## src/sv/crt_pkg.sv

```systemverilog
// Shared types, constants and the per-byte parse function of the CSV record tokenizer.
package crt_pkg;

    // Parser states.
    localparam logic [1:0] ST_FIELD_START = 2'd0;
    localparam logic [1:0] ST_IN_FIELD    = 2'd1;
    localparam logic [1:0] ST_IN_QUOTED   = 2'd2;
    localparam logic [1:0] ST_QUOTE_SEEN  = 2'd3;

    // Result kinds.
    localparam logic [1:0] KIND_BYTE       = 2'd0;
    localparam logic [1:0] KIND_FIELD_END  = 2'd1;
    localparam logic [1:0] KIND_RECORD_END = 2'd2;
    localparam logic [1:0] KIND_ERROR      = 2'd3;

    // Special characters.
    localparam logic [7:0] CH_QUOTE = 8'h22;
    localparam logic [7:0] CH_CR    = 8'h0D;
    localparam logic [7:0] CH_LF    = 8'h0A;
    localparam logic [7:0] CH_COMMA = 8'h2C;

    // Most results one input word can cause.
    localparam int MAX_RESULTS = 3;

    // Default depth of the queue between the parser and the output side.
    localparam int QUEUE_DEPTH = 4;

    // One result word.
    typedef struct packed {
        logic [1:0]  kind;
        logic [7:0]  data;
        logic [31:0] index;
    } t_result;

    // All results of one input word, in order, with their count.
    typedef struct packed {
        logic [1:0]                   count;
        t_result [MAX_RESULTS-1:0]    res;
    } t_bundle;

    // Outcome of feeding one character to the parser.
    typedef struct packed {
        logic [1:0] st;
        logic       fne;
        logic       rhf;
        logic       emit;
        logic       close;
        logic [1:0] kind;
        logic [7:0] data;
    } t_proc;

    // Printable character other than the quote and the delimiter.
    function automatic logic crt_is_text(input logic [7:0] c, input logic [7:0] delim);
        return (c inside {[8'h20:8'h21], [8'h23:8'h7E]}) && (c != delim);
    endfunction

    // One step of the four-state field parser.
    function automatic t_proc crt_process(
        input logic [1:0] st,
        input logic       fne,
        input logic       rhf,
        input logic [7:0] c,
        input logic [7:0] delim
    );
        t_proc p;
        logic  do_push;
        logic  do_end_field;
        logic  do_close;
        logic  is_err;
        logic  push_quote;
        do_push      = 1'b0;
        do_end_field = 1'b0;
        do_close     = 1'b0;
        is_err       = 1'b0;
        push_quote   = 1'b0;
        p.st         = st;
        case (st)
            ST_FIELD_START: begin
                if (c == CH_QUOTE) begin
                    p.st = ST_IN_QUOTED;
                end else if (c == delim) begin
                    do_end_field = 1'b1;
                end else if (c == CH_LF) begin
                    do_close = 1'b1;
                end else begin
                    do_push = 1'b1;
                    p.st    = ST_IN_FIELD;
                end
            end
            ST_IN_FIELD: begin
                if (c == CH_LF) begin
                    do_close = 1'b1;
                end else if (c == delim) begin
                    do_end_field = 1'b1;
                end else if (crt_is_text(c, delim)) begin
                    do_push = 1'b1;
                end else begin
                    do_close = 1'b1;
                    is_err   = 1'b1;
                end
            end
            ST_IN_QUOTED: begin
                if (c == CH_QUOTE) begin
                    p.st = ST_QUOTE_SEEN;
                end else if (crt_is_text(c, delim) || c == delim || c == CH_CR
                             || c == CH_LF) begin
                    do_push = 1'b1;
                end else begin
                    do_close = 1'b1;
                    is_err   = 1'b1;
                end
            end
            default: begin
                if (c == CH_QUOTE) begin
                    do_push    = 1'b1;
                    push_quote = 1'b1;
                    p.st       = ST_IN_QUOTED;
                end else if (c == delim) begin
                    do_end_field = 1'b1;
                end else if (c == CH_LF) begin
                    do_close = 1'b1;
                end else begin
                    do_close = 1'b1;
                    is_err   = 1'b1;
                end
            end
        endcase

        p.fne   = fne;
        p.rhf   = rhf;
        p.emit  = do_push || do_end_field || do_close;
        p.close = do_close;
        p.kind  = KIND_BYTE;
        p.data  = 8'h00;
        if (do_push) begin
            p.fne  = 1'b1;
            p.data = push_quote ? CH_QUOTE : c;
        end
        if (do_end_field) begin
            p.kind = KIND_FIELD_END;
            p.rhf  = 1'b1;
            p.fne  = 1'b0;
            p.st   = ST_FIELD_START;
        end
        if (do_close) begin
            p.kind = is_err ? KIND_ERROR : KIND_RECORD_END;
            p.fne  = 1'b0;
            p.rhf  = 1'b0;
            p.st   = ST_FIELD_START;
        end
        return p;
    endfunction

endpackage

```

## src/sv/crt_front.sv

```systemverilog
// Front end: delimiter register, CR folding, parser state and result bundling per input word.
module crt_front (
    input  logic            i_clk,
    input  logic            i_rst_n,
    input  logic            i_cfg_wr_en,
    input  logic [7:0]      i_cfg_wr_data,
    input  logic            i_in_valid,
    output logic            o_in_ready,
    input  logic [7:0]      i_in_byte,
    input  logic            i_end_of_input,
    input  logic            i_q_full,
    output logic            o_push,
    output crt_pkg::t_bundle o_bundle
);
    import crt_pkg::*;

    logic [7:0]  r_delim;
    logic [1:0]  r_st;
    logic        r_fne;
    logic        r_rhf;
    logic        r_pending_cr;
    logic [31:0] r_cnt;

    logic [1:0]  n_st;
    logic        n_fne;
    logic        n_rhf;
    logic        n_pending_cr;
    logic [31:0] n_cnt;

    t_proc       p1;
    t_proc       p2;
    logic        use1;
    logic        do2;
    logic        e1;
    logic        e2;
    logic        e3;
    logic [1:0]  s1_st;
    logic        s1_fne;
    logic        s1_rhf;
    logic [1:0]  s2_st;
    logic        s2_fne;
    logic        s2_rhf;
    logic [7:0]  c2;
    logic [1:0]  close12;
    logic [1:0]  close_all;
    logic        accept;
    t_result     res1;
    t_result     res2;
    t_result     res3;

    assign accept     = i_in_valid && o_in_ready;
    assign o_in_ready = !i_q_full;

    // A held CR is replayed as a plain CR unless this word is its LF.
    assign use1 = r_pending_cr && (i_in_byte != CH_LF);
    assign p1   = crt_process(r_st, r_fne, r_rhf, CH_CR, r_delim);
    assign e1   = use1 && p1.emit;

    always_comb begin
        if (use1) begin
            s1_st  = p1.st;
            s1_fne = p1.fne;
            s1_rhf = p1.rhf;
        end else begin
            s1_st  = r_st;
            s1_fne = r_fne;
            s1_rhf = r_rhf;
        end
    end

    // A CR is held for the next word, except on the final word where it acts as LF.
    assign do2 = !((i_in_byte == CH_CR) && !i_end_of_input);
    assign c2  = (i_in_byte == CH_CR) ? CH_LF : i_in_byte;
    assign p2  = crt_process(s1_st, s1_fne, s1_rhf, c2, r_delim);
    assign e2  = do2 && p2.emit;

    always_comb begin
        if (do2) begin
            s2_st  = p2.st;
            s2_fne = p2.fne;
            s2_rhf = p2.rhf;
        end else begin
            s2_st  = s1_st;
            s2_fne = s1_fne;
            s2_rhf = s1_rhf;
        end
    end

    // End of input closes a record that has any content.
    assign e3 = i_end_of_input && (s2_fne || s2_rhf);

    // Record numbers: each close advances the counter after its own result.
    assign close12   = {1'b0, e1 && p1.close} + {1'b0, e2 && p2.close};
    assign close_all = close12 + {1'b0, e3};

    always_comb begin
        res1.kind  = p1.kind;
        res1.data  = p1.data;
        res1.index = r_cnt;
        res2.kind  = p2.kind;
        res2.data  = p2.data;
        res2.index = r_cnt + {31'd0, e1 && p1.close};
        res3.kind  = KIND_RECORD_END;
        res3.data  = 8'h00;
        res3.index = r_cnt + {30'd0, close12};
    end

    // Pack the emitted results into the lowest slots, in order.
    always_comb begin
        o_bundle.count  = {1'b0, e1} + {1'b0, e2} + {1'b0, e3};
        o_bundle.res[2] = res3;
        if (e1) begin
            o_bundle.res[0] = res1;
        end else if (e2) begin
            o_bundle.res[0] = res2;
        end else begin
            o_bundle.res[0] = res3;
        end
        if (e1 && e2) begin
            o_bundle.res[1] = res2;
        end else begin
            o_bundle.res[1] = res3;
        end
    end

    assign o_push = accept && (o_bundle.count != 2'd0);

    // Next parser state.
    always_comb begin
        n_cnt = r_cnt + {30'd0, close_all};
        if (i_end_of_input) begin
            n_st         = ST_FIELD_START;
            n_fne        = 1'b0;
            n_rhf        = 1'b0;
            n_pending_cr = 1'b0;
        end else begin
            n_st         = s2_st;
            n_fne        = s2_fne;
            n_rhf        = s2_rhf;
            n_pending_cr = (i_in_byte == CH_CR);
        end
    end

    // Delimiter register.
    always_ff @(posedge i_clk) begin
        if (!i_rst_n) begin
            r_delim <= CH_COMMA;
        end else if (i_cfg_wr_en) begin
            r_delim <= i_cfg_wr_data;
        end
    end

    // Parser state registers.
    always_ff @(posedge i_clk) begin
        if (!i_rst_n) begin
            r_st         <= ST_FIELD_START;
            r_fne        <= 1'b0;
            r_rhf        <= 1'b0;
            r_pending_cr <= 1'b0;
            r_cnt        <= 32'd0;
        end else if (accept) begin
            r_st         <= n_st;
            r_fne        <= n_fne;
            r_rhf        <= n_rhf;
            r_pending_cr <= n_pending_cr;
            r_cnt        <= n_cnt;
        end
    end

endmodule

```

## src/sv/crt_queue.sv

```systemverilog
// Short queue of result bundles between the parser and the output side.
module crt_queue #(
    parameter int DEPTH = crt_pkg::QUEUE_DEPTH
) (
    input  logic             i_clk,
    input  logic             i_rst_n,
    input  logic             i_push,
    input  crt_pkg::t_bundle i_data,
    output logic             o_full,
    input  logic             i_pop,
    output logic             o_valid,
    output crt_pkg::t_bundle o_data,
    output logic [$clog2(DEPTH+1)-1:0] o_count
);
    import crt_pkg::*;

    localparam int PTR_W = (DEPTH > 1) ? $clog2(DEPTH) : 1;
    localparam int CNT_W = $clog2(DEPTH + 1);

    t_bundle             r_mem [DEPTH];
    logic [PTR_W-1:0]    r_wr_ptr;
    logic [PTR_W-1:0]    r_rd_ptr;
    logic [CNT_W-1:0]    r_count;
    logic                do_push;
    logic                do_pop;

    assign o_full  = (r_count == CNT_W'(DEPTH));
    assign o_valid = (r_count != '0);
    assign o_data  = r_mem[r_rd_ptr];
    assign o_count = r_count;
    assign do_push = i_push && !o_full;
    assign do_pop  = i_pop && o_valid;

    // Storage, written at the tail.
    always_ff @(posedge i_clk) begin
        if (do_push) begin
            r_mem[r_wr_ptr] <= i_data;
        end
    end

    // Pointers and fill count.
    always_ff @(posedge i_clk) begin
        if (!i_rst_n) begin
            r_wr_ptr <= '0;
            r_rd_ptr <= '0;
            r_count  <= '0;
        end else begin
            if (do_push) begin
                r_wr_ptr <= (r_wr_ptr == PTR_W'(DEPTH - 1)) ? '0 : r_wr_ptr + 1'b1;
            end
            if (do_pop) begin
                r_rd_ptr <= (r_rd_ptr == PTR_W'(DEPTH - 1)) ? '0 : r_rd_ptr + 1'b1;
            end
            if (do_push && !do_pop) begin
                r_count <= r_count + 1'b1;
            end else if (do_pop && !do_push) begin
                r_count <= r_count - 1'b1;
            end
        end
    end

endmodule

```

## src/sv/crt_back.sv

```systemverilog
// Back end: holds one bundle; emits one result word per cycle while ready.
module crt_back (
    input  logic             i_clk,
    input  logic             i_rst_n,
    input  logic             i_q_valid,
    input  crt_pkg::t_bundle i_q_data,
    output logic             o_pop,
    output logic             o_out_valid,
    input  logic             i_out_ready,
    output logic [1:0]       o_kind,
    output logic [7:0]       o_data_byte,
    output logic [31:0]      o_record_index,
    output logic             o_last,
    output logic [1:0]       o_sel,
    output logic [1:0]       o_held_count
);
    import crt_pkg::*;

    logic       r_valid;
    t_bundle    r_bundle;
    logic [1:0] r_sel;
    logic       take;
    logic       last;
    logic       load;
    t_result    cur;

    assign take = r_valid && i_out_ready;
    assign last = (r_sel == (r_bundle.count - 2'd1));
    assign load = !r_valid || (take && last);
    assign o_pop = load && i_q_valid;

    // Pick the current result of the held bundle.
    always_comb begin
        case (r_sel)
            2'd0:    cur = r_bundle.res[0];
            2'd1:    cur = r_bundle.res[1];
            default: cur = r_bundle.res[2];
        endcase
    end

    assign o_out_valid    = r_valid;
    assign o_kind         = cur.kind;
    assign o_data_byte    = cur.data;
    assign o_record_index = cur.index;
    assign o_last         = last;
    assign o_sel          = r_sel;
    assign o_held_count   = r_bundle.count;

    // Bundle register and result pointer.
    always_ff @(posedge i_clk) begin
        if (!i_rst_n) begin
            r_valid <= 1'b0;
            r_sel   <= 2'd0;
        end else if (load) begin
            r_valid <= i_q_valid;
            r_sel   <= 2'd0;
        end else if (take) begin
            r_sel <= r_sel + 2'd1;
        end
    end

    always_ff @(posedge i_clk) begin
        if (load && i_q_valid) begin
            r_bundle <= i_q_data;
        end
    end

endmodule

```

## src/sv/csv_record_tokenizer_core.sv

```systemverilog
// Top level of the CSV record tokenizer: parser front end, bundle queue and output stage.
// A word's results are registered in the bundle queue and then in the output stage
// before they appear at the output.
// Throughput: one input word per cycle while the queue has room; a word causing two or
// three results holds the output stage until all are taken, which the queue absorbs.
// Reset (synchronous, active low): parser at field start, flags and record counter
// cleared, delimiter back to comma, queue and output stage empty.
module csv_record_tokenizer_core #(
    parameter int QUEUE_DEPTH = crt_pkg::QUEUE_DEPTH
) (
    input  logic        i_clk,
    input  logic        i_rst_n,
    input  logic        i_cfg_wr_en,
    input  logic [7:0]  i_cfg_wr_data,
    input  logic        i_in_valid,
    output logic        o_in_ready,
    input  logic [7:0]  i_in_byte,
    input  logic        i_end_of_input,
    output logic        o_out_valid,
    input  logic        i_out_ready,
    output logic [1:0]  o_kind,
    output logic [7:0]  o_data_byte,
    output logic [31:0] o_record_index,
    output logic        o_last
);
    import crt_pkg::*;

    logic                           q_push;
    t_bundle                        q_in;
    logic                           q_full;
    logic                           q_pop;
    logic                           q_valid;
    t_bundle                        q_out;
    logic [$clog2(QUEUE_DEPTH+1)-1:0] q_count;
    logic [1:0]                     b_sel;
    logic [1:0]                     b_count;

    // Parser front end.
    crt_front u_front (
        .i_clk          (i_clk),
        .i_rst_n        (i_rst_n),
        .i_cfg_wr_en    (i_cfg_wr_en),
        .i_cfg_wr_data  (i_cfg_wr_data),
        .i_in_valid     (i_in_valid),
        .o_in_ready     (o_in_ready),
        .i_in_byte      (i_in_byte),
        .i_end_of_input (i_end_of_input),
        .i_q_full       (q_full),
        .o_push         (q_push),
        .o_bundle       (q_in)
    );

    // Bundle queue.
    crt_queue #(
        .DEPTH (QUEUE_DEPTH)
    ) u_queue (
        .i_clk   (i_clk),
        .i_rst_n (i_rst_n),
        .i_push  (q_push),
        .i_data  (q_in),
        .o_full  (q_full),
        .i_pop   (q_pop),
        .o_valid (q_valid),
        .o_data  (q_out),
        .o_count (q_count)
    );

    // Output stage.
    crt_back u_back (
        .i_clk          (i_clk),
        .i_rst_n        (i_rst_n),
        .i_q_valid      (q_valid),
        .i_q_data       (q_out),
        .o_pop          (q_pop),
        .o_out_valid    (o_out_valid),
        .i_out_ready    (i_out_ready),
        .o_kind         (o_kind),
        .o_data_byte    (o_data_byte),
        .o_record_index (o_record_index),
        .o_last         (o_last),
        .o_sel          (b_sel),
        .o_held_count   (b_count)
    );

    // The queue never holds more bundles than it has room for.
    a_queue_bound: assert property (@(posedge i_clk) disable iff (!i_rst_n)
        q_count <= ($clog2(QUEUE_DEPTH+1))'(QUEUE_DEPTH))
        else $error("bundle queue overfilled");

    // Only bundles with at least one result are queued.
    a_push_nonempty: assert property (@(posedge i_clk) disable iff (!i_rst_n)
        q_push |-> (q_in.count != 2'd0))
        else $error("empty bundle pushed");

    // The output pointer stays inside the held bundle.
    a_sel_in_range: assert property (@(posedge i_clk) disable iff (!i_rst_n)
        o_out_valid |-> (b_sel < b_count))
        else $error("output pointer beyond bundle");

    // Within a bundle, a record end or error is followed by the next record number.
    a_index_advance: assert property (@(posedge i_clk) disable iff (!i_rst_n)
        (o_out_valid && i_out_ready && !o_last
         && (o_kind == KIND_RECORD_END || o_kind == KIND_ERROR))
        |=> (o_record_index == $past(o_record_index) + 32'd1))
        else $error("record number did not advance");

endmodule

```

## config.mk

```make
export PLATFORM = sky130hd
export DESIGN_NAME = csv_record_tokenizer_core
export DESIGN_NICKNAME = d
export VERILOG_FILES = /design/src/sv/crt_pkg.sv /design/src/sv/crt_front.sv /design/src/sv/crt_queue.sv /design/src/sv/crt_back.sv /design/src/sv/csv_record_tokenizer_core.sv
export SDC_FILE = /design/constraint.sdc
export NUM_CORES = 1
export LEC_CHECK = 0
export BUFFER_PORTS_ARGS = -buffer_cell sky130_fd_sc_hd__buf_4
export CORE_UTILIZATION = 50
export DETAILED_ROUTE_END_ITERATION = 7
export PLACE_DENSITY = 0.66
export SLEW_MARGIN = 30
export SYNTH_ARGS = -nofsm -noshare
export SYNTH_HDL_FRONTEND = slang
export SYNTH_SLANG_ARGS = --single-unit
```

## constraint.sdc

```tcl
create_clock -name i_clk -period 17.09 [get_ports i_clk]
set_input_delay 2.5635 -clock i_clk [delete_from_list [all_inputs] [get_ports i_clk]]
set_output_delay 2.5635 -clock i_clk [all_outputs]
set_load 0.02 [all_outputs]
```

==> flow_metrics.py, run 1 <==
metrics = {
    "run_status": {
        "status": "complete, no violations",
    },
    "job": {
        "drv_cap": 0,
    },
    "detailed_routing": {
        "wirelength_mm": 57.4,
        "viasPerCell": 5.85,
        "drt_iter0_markers": 1346,
        "vias": 14500,
        "routedWlPerCell_um": 23.1,
        "drtAntennaViolNets": 0,
        "dr.pass1.iters": 5,
        "drcViolationCount": 0,
    },
    "clock_tree": {
        "cts_setup_buffers": 0,
        "cts_tree": "done",
        "insertion_delay_ps": 600,
        "cts_max_path_buffers": 3,
        "cts_root_buf": "clkbuf_16",
        "clk_pin_slew_worst_paths_ps": 60,
        "cts_buffers": 69,
        "htree_levels": 3,
        "cts_num_sinks": 645,
        "ctsResizeCount": 0,
        "cts_hold_buf": 0,
    },
    "critical_path": {
        "cp_max_fo": 63,
        "r2r_slack_ps": 10560,
        "endpoint_kind": "register",
        "r2r_start": "u_front.r_delim[4]",
        "startpoint_type": "primary input",
        "required_ps": 17300,
        "worst_r2r_endpoint": "u_queue.r_mem[2][60]",
        "crit_type": "primary input to register",
        "r2r_cells": 11,
        "crit_arrival_ps": 9120,
    },
    "grt": {
        "grt_first_pass_wirelength_mm": 88.5,
        "grt_usage": 0.212,
        "grt_start_max_net_pins": 66,
        "grt_pass1_vias": 14900,
        "antenna_found_initial": 0,
        "overflow": 0,
    },
    "cells_and_area": {
        "area_growth_pct": 12.6,
        "nNetsFinal": 1778,
        "drive_gt1_frac": 0.183,
        "post-route-util": 0.569,
        "n_antenna_cell": 0,
    },
    "timing": {
        "drv_slew": 0,
        "fmax_ghz": 0.112,
        "rsz0062_at_grt": "no",
        "finalHoldViolCount": 0,
        "max_slew.worst_pin.slew_ps": 944,
        "post-route-period-util": 0.521,
        "fin_setup_tns_ps": 0,
        "layout_min_cycle_time_ps": 8900,
        "max-slew-margin-rel": 0.370,
        "setup_viol": 0,
        "finClkSkew_ps": 17.7,
        "whs_ps": 476,
    },
    "synth": {
        "syn_area_per_cell_um2": 16.1,
        "synth-async-reset-ratio": 0,
        "synth_edf_count": 590,
        "yosysWarnings": 0,
        "syn_inst": 1685,
        "synth.cell_area_um2": 27200,
        "ys.flop_type": "edfxtp_1",
        "synth_seq_area_share": 0.693,
        "synth_fp_nets": 1727,
        "synth-seq-cells": 645,
        "ys_types": 73,
    },
    "placement": {
        "portBuffers": 66,
        "routabilityCongestion": 0.869,
        "place_hpwl_mm": 34.2,
    },
    "worst_hold_path": {
        "min_to": "u_front.r_fne",
        "hold_class": "register to register",
        "min_path_cells": 2,
        "min_from": "u_front.r_fne",
    },
    "power": {
        "peakVddDrop_mv": 0.0974,
        "powerDensity_nw_per_um2": 150,
        "p_leak_nw": 9.67,
    },
    "floorplanning": {
        "rows": 85,
        "die-area_um2": 55300,
        "io_pins": 67,
        "initial_core_util": 0.506,
        "core_area_um2": 53700,
        "die_y_um": 235,
        "fp.dieW_um": 235,
    },
}
-- stage by stage --
step	instance area [um^2]	power (mW)	setup slack (ps)	cells
3_5_place_dp	28400	3.20	7570	2360
6_report	30600	4.60	8190	2486
4_1_cts	30500	4.65	8200	2485
3_3_place_gp	28200	3.17	7300	2355
2_1_floorplan	27200	2.89	6750	1685
5_1_grt	30600	4.80	7880	2486
-- where the power goes --
part	leakage (nW)	total (mW)	switching (mW)	internal [mW]
Clock	1.06	1.44	0.600	0.845
Sequential	5.49	2.20	0.112	2.09
Combinational	3.12	0.952	0.530	0.422
-- metal layers --
layer  track usage  vias to the layer above  routed length (um)
met5             0                        -                   0
met2         0.343                      398               27900
met3        0.0334                       89                2820
met1         0.296                     7442               25500
li1              -                     6604                   -
met4        0.0682                        0                1220
-- placed cells by master, fill, tap and decap left out, types with 6 or more instances in the layout --
master and n:
a22oi_1 33, xnor2_1 69, a22o_1 9, ha_1 13, nor2_1 76, a21oi_1 21, mux4_2 118, inv_6 6
nor3_1 32, mux2i_1 63, and2_1 25, nand4_1 15, o21ai_0 30, bufinv_16 6, clkinv_1 20, nor2b_1 15
clkbuf_16 70, clkinv_2 7, xor2_1 43, edfxtp_1 590, a21boi_0 17, buf_4 81, dfxtp_1 53, and3_1 13
nand2_1 152, nand3_1 35, inv_1 26, clkbuf_1 12, or3_1 26
-- kinds of logic (layout without fill, tap and decap cells) --
group | Yosys count | count (layout) | synth area share
compound gates | 160 | 160 | 0.0412
xor+xnor | 112 | 112 | 0.0361
fa+ha+maj | 20 | 20 | 0.0106
buf+inv | 137 | 242 | 0.0209
flops | 645 | 645 | 0.693
mux | 182 | 182 | 0.121
simple gates | 429 | 429 | 0.0768
-- sequential cells by signal, summed over array words and instances (netlist names) --
register	count
u_front.r_st	2
u_back.r_bundle	116
u_front.r_delim	8
u_queue.r_rd_ptr	2
u_front.r_rhf	1
u_back.o_out_valid	1
u_front.r_fne	1
u_queue.o_count	3
u_front.r_cnt	32
u_back.o_held_count	2
u_queue.r_wr_ptr	2
u_back.o_sel	2
u_queue.r_mem	472
u_front.r_pending_cr	1
-- worst max path at each step --
| stage | from | to | slack [ps] | depth (start not counted) |
|---|---|---|---|---|
| 2_1_floorplan | i_out_ready | u_queue.o_count[2] | 6750 | 9 |
| 3_3_place_gp | i_in_byte[5] | u_queue.r_mem[1][102] | 7300 | 15 |
| 3_5_place_dp | i_in_byte[5] | u_queue.r_mem[2][60] | 7570 | 15 |
| 4_1_cts | i_in_byte[5] | u_queue.r_mem[2][18] | 8200 | 15 |
| 5_1_grt | i_in_byte[5] | u_queue.r_mem[3][18] | 7880 | 16 |
| 6_report | i_in_byte[5] | u_queue.r_mem[2][60] | 8190 | 15 |
-- synthesized netlist by cell type, drive strengths merged (3+ instances only) --
cell type,instances,share of area
and4,3,0.00097
and2,29,0.0067
nand3b,3,0.00083
a211o,5,0.0016
nand2,153,0.021
ha,15,0.0069
edfxtp,590,0.65
or3,27,0.0064
a22o,9,0.0029
fa,5,0.0037
a211oi,5,0.0014
nor4,3,0.00069
and3,13,0.0030
xnor2,69,0.022
nor2,77,0.011
mux4,118,0.098
o21ai,32,0.0059
a21boi,19,0.0053
a21o,4,0.0011
nor4bb,3,0.0011
nand4,15,0.0035
nor2b,15,0.0035
nor4b,3,0.00097
clkbuf,77,0.011
or4,5,0.0014
nand3,35,0.0064
or2,5,0.0012
dfxtp,55,0.041
inv,27,0.0037
buf,31,0.0060
a22oi,33,0.0091
a31oi,5,0.0012
nor3,32,0.0059
xor2,43,0.014
a21oi,24,0.0050
mux2i,63,0.023
-- critical path: stages --
cell,delay [ps]
buf_4,150
or4b_1,660
o31a_2,330
buf_4,330
clkinv_4,310
nand2_2,100
and2_1,200
or3_4,370
a31o_2,270
a21oi_4,520
inv_2,540
fa_1,610
a21oi_1,590
and2_4,650
buf_4,770
-- cell type report --
type / count / area (um^2)
clock buffers: 82 / 1800
clock inverters: 43 / 387
fillers: 4099 / 23100
inverters: 29 / 114
multi-input cells: 903 / 7820
flip-flops and latches: 645 / 18800
well taps: 696 / 871
repair buffers: 88 / 762
(Power assumes the default switching activity.)
==> run 2: changes to the inputs <==
- PLACE_DENSITY: 0.66 -> 0.69
- clock period: 17.09 -> 8 ns (I/O delays scaled with it)
==> flow_metrics.py, run 2 (synthesis results as in run 1) <==
metrics = {
    "clock_tree": {
        "cts_tree": "done",
        "htree_levels": 3,
        "cts_root_buf": "clkbuf_16",
        "cts_num_sinks": 645,
        "cts_hold_buf": 0,
        "clk_pin_slew_worst_paths_ps": 60,
        "cts_setup_buffers": 0,
        "cts_buffers": 66,
        "ctsResizeCount": 0,
        "cts_max_path_buffers": 3,
        "insertion_delay_ps": 620,
    },
    "cells_and_area": {
        "drive_gt1_frac": 0.187,
        "final_common_cell": "edfxtp_1",
        "top_regs": "u_queue.r_mem (472), u_back.r_bundle (116), u_front.r_cnt (32)",
        "multi_input_area_um2": 7820,
        "ff_latch_area_um2": 18800,
        "fillers": 4084,
        "nNetsFinal": 1781,
        "n_antenna_cell": 0,
        "area_growth_pct": 12.5,
        "regMostFlops": "u_queue.r_mem",
        "stdcell_area_um2": 30600,
        "fin_cells": 2488,
        "mostFrequentLayoutCells": "590 x edfxtp_1, 152 x nand2_1, 118 x mux4_2",
        "largest_reg_flops": 472,
    },
    "detailed_routing": {
        "wirelength_mm": 56.9,
        "vias": 14600,
        "routedWlPerCell_um": 22.9,
        "drcViolationCount": 0,
        "drtAntennaViolNets": 0,
        "viasPerCell": 5.86,
        "drt_iter0_markers": 1190,
        "dr.pass1.iters": 6,
    },
    "timing": {
        "setup_viol": 0,
        "max_slew.worst_pin.slew_ps": 899,
        "rsz0062_at_grt": "no",
        "drv_slew": 0,
        "finalHoldViolCount": 0,
        "finClkSkew_ps": 35.2,
        "layout_min_cycle_time_ps": 6470,
        "fin_setup_tns_ps": 0,
        "max-slew-margin-rel": 0.395,
        "setup_slack_ps": 1530,
        "post-route-period-util": 0.808,
        "fmax_ghz": 0.155,
    },
    "grt": {
        "overflow": 0,
        "grt_first_pass_wirelength_mm": 87.9,
        "grt_usage": 0.210,
        "antenna_found_initial": 0,
        "grt_start_max_net_pins": 73,
        "grt_pass1_vias": 15000,
    },
    "critical_path": {
        "cp_max_fo": 26,
        "crit_arrival_ps": 7000,
        "startpoint_type": "primary input",
        "required_ps": 8530,
        "cp-startpoint": "i_in_byte[5]",
        "path_buf_inv": 3,
        "worst-path-stages": 19,
        "r2r_start": "u_front.r_delim[1]",
        "r2r_cells": 17,
        "critPathMaxStageDelay_ps": 650,
        "crit_family": "compound AO/OA/AOI/OAI gates",
        "crit_type": "primary input to register",
        "worst_r2r_endpoint": "u_queue.o_count[2]",
        "cpMostUsedCell": "fa_1",
        "slowest_stage": "or4b_1",
        "cp-endpoint": "u_queue.o_count[2]",
        "endpoint_kind": "register",
        "r2r_slack_ps": 2370,
        "cp_cell_sequence": "buf_4 -> or4b_1 -> o31a_2 -> clkinv_4 -> nand2_2 -> and2_1 -> or3_4 -> a31o_2 -> nor2_1 -> nor2b_1 -> o21ai_0 -> fa_1 -> a21oi_1 -> ha_1 -> inv_1 -> fa_1 -> xor2_1 -> or3_1 -> a21boi_0",
    },
    "floorplanning": {
        "io_pins": 67,
        "die-area_um2": 55300,
        "core_area_um2": 53700,
        "die_y_um": 235,
        "fp.dieW_um": 235,
        "initial_core_util": 0.506,
        "rows": 85,
    },
    "power": {
        "p_leak_nw": 9.68,
        "peakVddDrop_mv": 0.217,
        "powerDensity_nw_per_um2": 316,
    },
    "placement": {
        "pre_cts_slack_ps": 990,
        "routabilityCongestion": 0.839,
        "dp_cells": 2366,
        "portBuffers": 66,
        "placed_cell_area_um2": 28400,
        "place_hpwl_mm": 33.7,
    },
    "job": {
        "drv_cap": 0,
    },
    "worst_hold_path": {
        "hold_class": "register to register",
    },
    "run_status": {
        "status": "complete, no violations",
    },
}
==> run 2: cell types whose count changed in the layout (fill, tap and decap cells not counted), sizes merged <==
cell,before,now
buf,88,94
bufinv,6,3
clkbuf,82,85
clkinvlp,3,1
inv,33,31
==> run 2: how the worst min path moves through the flow <==
stage | cells past startpoint | start | end | slack, ps
2_1_floorplan | 2 | u_front.r_fne | u_front.r_fne | 440
3_3_place_gp | 2 | u_front.r_fne | u_front.r_fne | 460
3_5_place_dp | 2 | u_front.r_fne | u_front.r_fne | 470
4_1_cts | 2 | u_front.r_fne | u_front.r_fne | 480
5_1_grt | 2 | u_front.r_fne | u_front.r_fne | 510
6_report | 2 | u_front.r_fne | u_front.r_fne | 470
==> run 2: final cells by class <==
type                       count  area share
sequential                   645       0.616
multi-input combinational    903       0.256
clock buffer                  85      0.0574
tap                          696      0.0285
timing repair buffer          94      0.0276
clock inverter                36      0.0109
inverter                      29     0.00373
==> run 2: worst reg2reg max path, cell delays in order (launching register included) <==
cell and delay (ps):
dfxtp_1 410, or4b_2 610, o41ai_1 270, o2111ai_1 320
o21a_1 280, o21ai_0 120, o2bb2ai_2 290, o211ai_1 160
nor2b_1 150, o21ai_0 460, fa_1 540, a21oi_1 560
ha_1 320, inv_1 70, fa_1 380, xor2_1 160
or3_1 290, a21boi_0 180
==> run 2: where the power goes <==
group / switching (mW) / internal [mW] / leakage (nW)
clock: 1.27 / 1.67 / 1.03
sequential: 0.207 / 4.47 / 5.49
combinational: 1.15 / 0.905 / 3.16
total: 2.63 / 7.04 / 9.68
==> run 2: stage by stage <==
stage	hold slack, ps	util	total power, mW
6_report	474	0.569	9.67
5_1_grt	511	0.569	10.1
2_1_floorplan	444	-	6.12
3_5_place_dp	469	0.530	6.84
3_3_place_gp	456	0.529	6.78
4_1_cts	478	0.569	9.79
==> run 2: layer usage <==
metal	GRT usage	part of all wire
met5	0	0
met4	0.0740	0.023
met3	0.0358	0.056
met2	0.341	0.49
met1	0.288	0.43
==> run 3: changes to the inputs <==
- PLACE_DENSITY: 0.69 -> 0.66
- clock period: 8 -> 6.3 ns (I/O delays scaled with it)
==> flow_metrics.py, run 3 (synthesis results as in run 1) <==
metrics = {
    "cells_and_area": {
        "fillers": 4120,
        "top_regs": "u_queue.r_mem (472), u_back.r_bundle (116), u_front.r_cnt (32)",
        "n_antenna_cell": 0,
        "largest_reg_flops": 472,
        "stdcell_area_um2": 30800,
        "regMostFlops": "u_queue.r_mem",
        "nNetsFinal": 1804,
        "mostFrequentLayoutCells": "590 x edfxtp_1, 152 x nand2_1, 118 x mux4_2",
        "final_common_cell": "edfxtp_1",
        "area_growth_pct": 13.4,
        "fin_cells": 2508,
        "drive_gt1_frac": 0.196,
    },
    "detailed_routing": {
        "viasPerCell": 5.88,
        "routedWlPerCell_um": 23.1,
        "wirelength_mm": 57.8,
        "drt_iter0_markers": 1304,
        "vias": 14700,
        "drtAntennaViolNets": 0,
        "dr.pass1.iters": 6,
        "drcViolationCount": 0,
    },
    "timing": {
        "finalHoldViolCount": 0,
        "max-slew-margin-rel": 0.333,
        "fmax_ghz": 0.173,
        "whs_ps": 490,
        "rsz0062_at_grt": "no",
        "post-route-period-util": 0.916,
        "layout_min_cycle_time_ps": 5770,
        "finClkSkew_ps": 23.6,
        "max_slew.worst_pin.slew_ps": 992,
        "setup_viol": 0,
        "drv_slew": 0,
    },
    "clock_tree": {
        "htree_levels": 3,
        "cts_hold_buf": 0,
        "cts_buffers": 66,
        "clk_pin_slew_worst_paths_ps": 60,
        "ctsResizeCount": 0,
        "insertion_delay_ps": 600,
        "cts_num_sinks": 645,
        "cts_max_path_buffers": 3,
        "cts_root_buf": "clkbuf_16",
        "cts_tree": "done",
        "cts_setup_buffers": 0,
    },
    "critical_path": {
        "endpoint_kind": "register",
        "slowest_stage": "or4b_1",
        "required_ps": 6780,
        "cp_cell_sequence": "buf_4 -> or4b_1 -> o31a_2 -> a2111oi_0 -> a311oi_1 -> a31o_2 -> nor2_1 -> nor2b_1 -> o21ai_0 -> fa_1 -> inv_1 -> ha_1 -> a21o_1 -> nand3_1 -> nor2_1 -> nand3_1 -> or3_1 -> xnor2_1 -> and2_1",
        "r2r_slack_ps": 950,
        "critPathMaxStageDelay_ps": 650,
        "crit_type": "primary input to register",
        "cp_max_fo": 9,
        "crit_arrival_ps": 6240,
        "startpoint_type": "primary input",
    },
    "job": {
        "drv_cap": 0,
    },
    "placement": {
        "routabilityCongestion": 0.920,
        "placed_cell_area_um2": 28700,
        "dp_cells": 2389,
        "portBuffers": 66,
        "place_hpwl_mm": 34.5,
    },
    "power": {
        "switchingPower_mw": 3.34,
        "powerDensity_nw_per_um2": 403,
        "p_seq_frac": 0.481,
        "peakVddDrop_mv": 0.277,
        "combinationalPowerShare": 0.214,
        "p_clk_frac": 0.306,
        "p_leak_nw": 9.81,
        "power_mw": 12.4,
        "p_sw_frac": 0.270,
        "p_int_mw": 9.07,
    },
    "run_status": {
        "status": "complete, no violations",
    },
    "floorplanning": {
        "core_area_um2": 53700,
        "die_y_um": 235,
        "die-area_um2": 55300,
        "initial_core_util": 0.506,
        "fp.dieW_um": 235,
        "rows": 85,
        "io_pins": 67,
    },
    "grt": {
        "antenna_found_initial": 1,
        "grt_usage": 0.214,
        "overflow": 0,
        "grt_first_pass_wirelength_mm": 89.6,
        "grt_start_max_net_pins": 67,
        "grt_pass1_vias": 15300,
    },
    "worst_hold_path": {
        "hold_class": "register to register",
    },
}
[run 3: changes by cell type in the layout (fill, tap and decap cells not counted), sizes merged]
| cell | change |
|---|---|
| inv | -3 |
| clkinvlp | +2 |
| clkbuf | -5 |
| buf | +23 |
| bufinv | +2 |
| clkinv | +1 |
[run 3: layer usage]
layer / share of wire / wire length (um) / track usage
met1: 0.43 / 25100 / 0.297
met2: 0.49 / 28600 / 0.353
met3: 0.054 / 3120 / 0.0320
met5: 0 / 0 / 0
met4: 0.018 / 1030 / 0.0652
[run 3: critical path: cells and delay by family]
| family | cells | cell delay (ps) |
|---|---|---|
| fa+ha+maj | 2 | 680 |
| compound gates | 6 | 2090 |
| simple gates | 8 | 2190 |
| buf+inv | 2 | 210 |
| xor+xnor | 1 | 130 |
[run 3: layout make-up]
type,count,area [um^2],share of cell area
multi-input cells,903,7820,0.254
flip-flops and latches,645,18800,0.611
repair buffers,117,1080,0.0350
clock inverters,38,359,0.0117
inverters,29,114,0.00370
well taps,696,871,0.0283
clock buffers,80,1750,0.0567
[run 3: worst paths after layout]
check / startpoint / to / cells past startpoint
min: u_front.r_fne / u_front.r_fne / 2
max: i_in_byte[5] / u_front.r_cnt[31] / 19
max reg2reg: u_front.r_delim[3] / u_front.r_cnt[31] / 18
min reg2reg: u_front.r_fne / u_front.r_fne / 2
[run 3: stage by stage]
stage	setup TNS, ps	worst slack [ps]	utilization
global placement	0	290	0.533
global route	0	223	0.574
floorplan	-76620	-162	-
detailed placement	0	33.6	0.534
finish	0	532	0.574
CTS	0	647	0.573
[run 3: power groups by stage]
stage	clock (mW)	sequential [mW]	combinational (mW)
2_1_floorplan	0	5.95	1.83
3_3_place_gp	0	6.07	2.60
3_5_place_dp	0	6.09	2.66
4_1_cts	3.87	6.01	2.67
5_1_grt	4.04	6.04	2.87
6_report	3.80	5.96	2.65
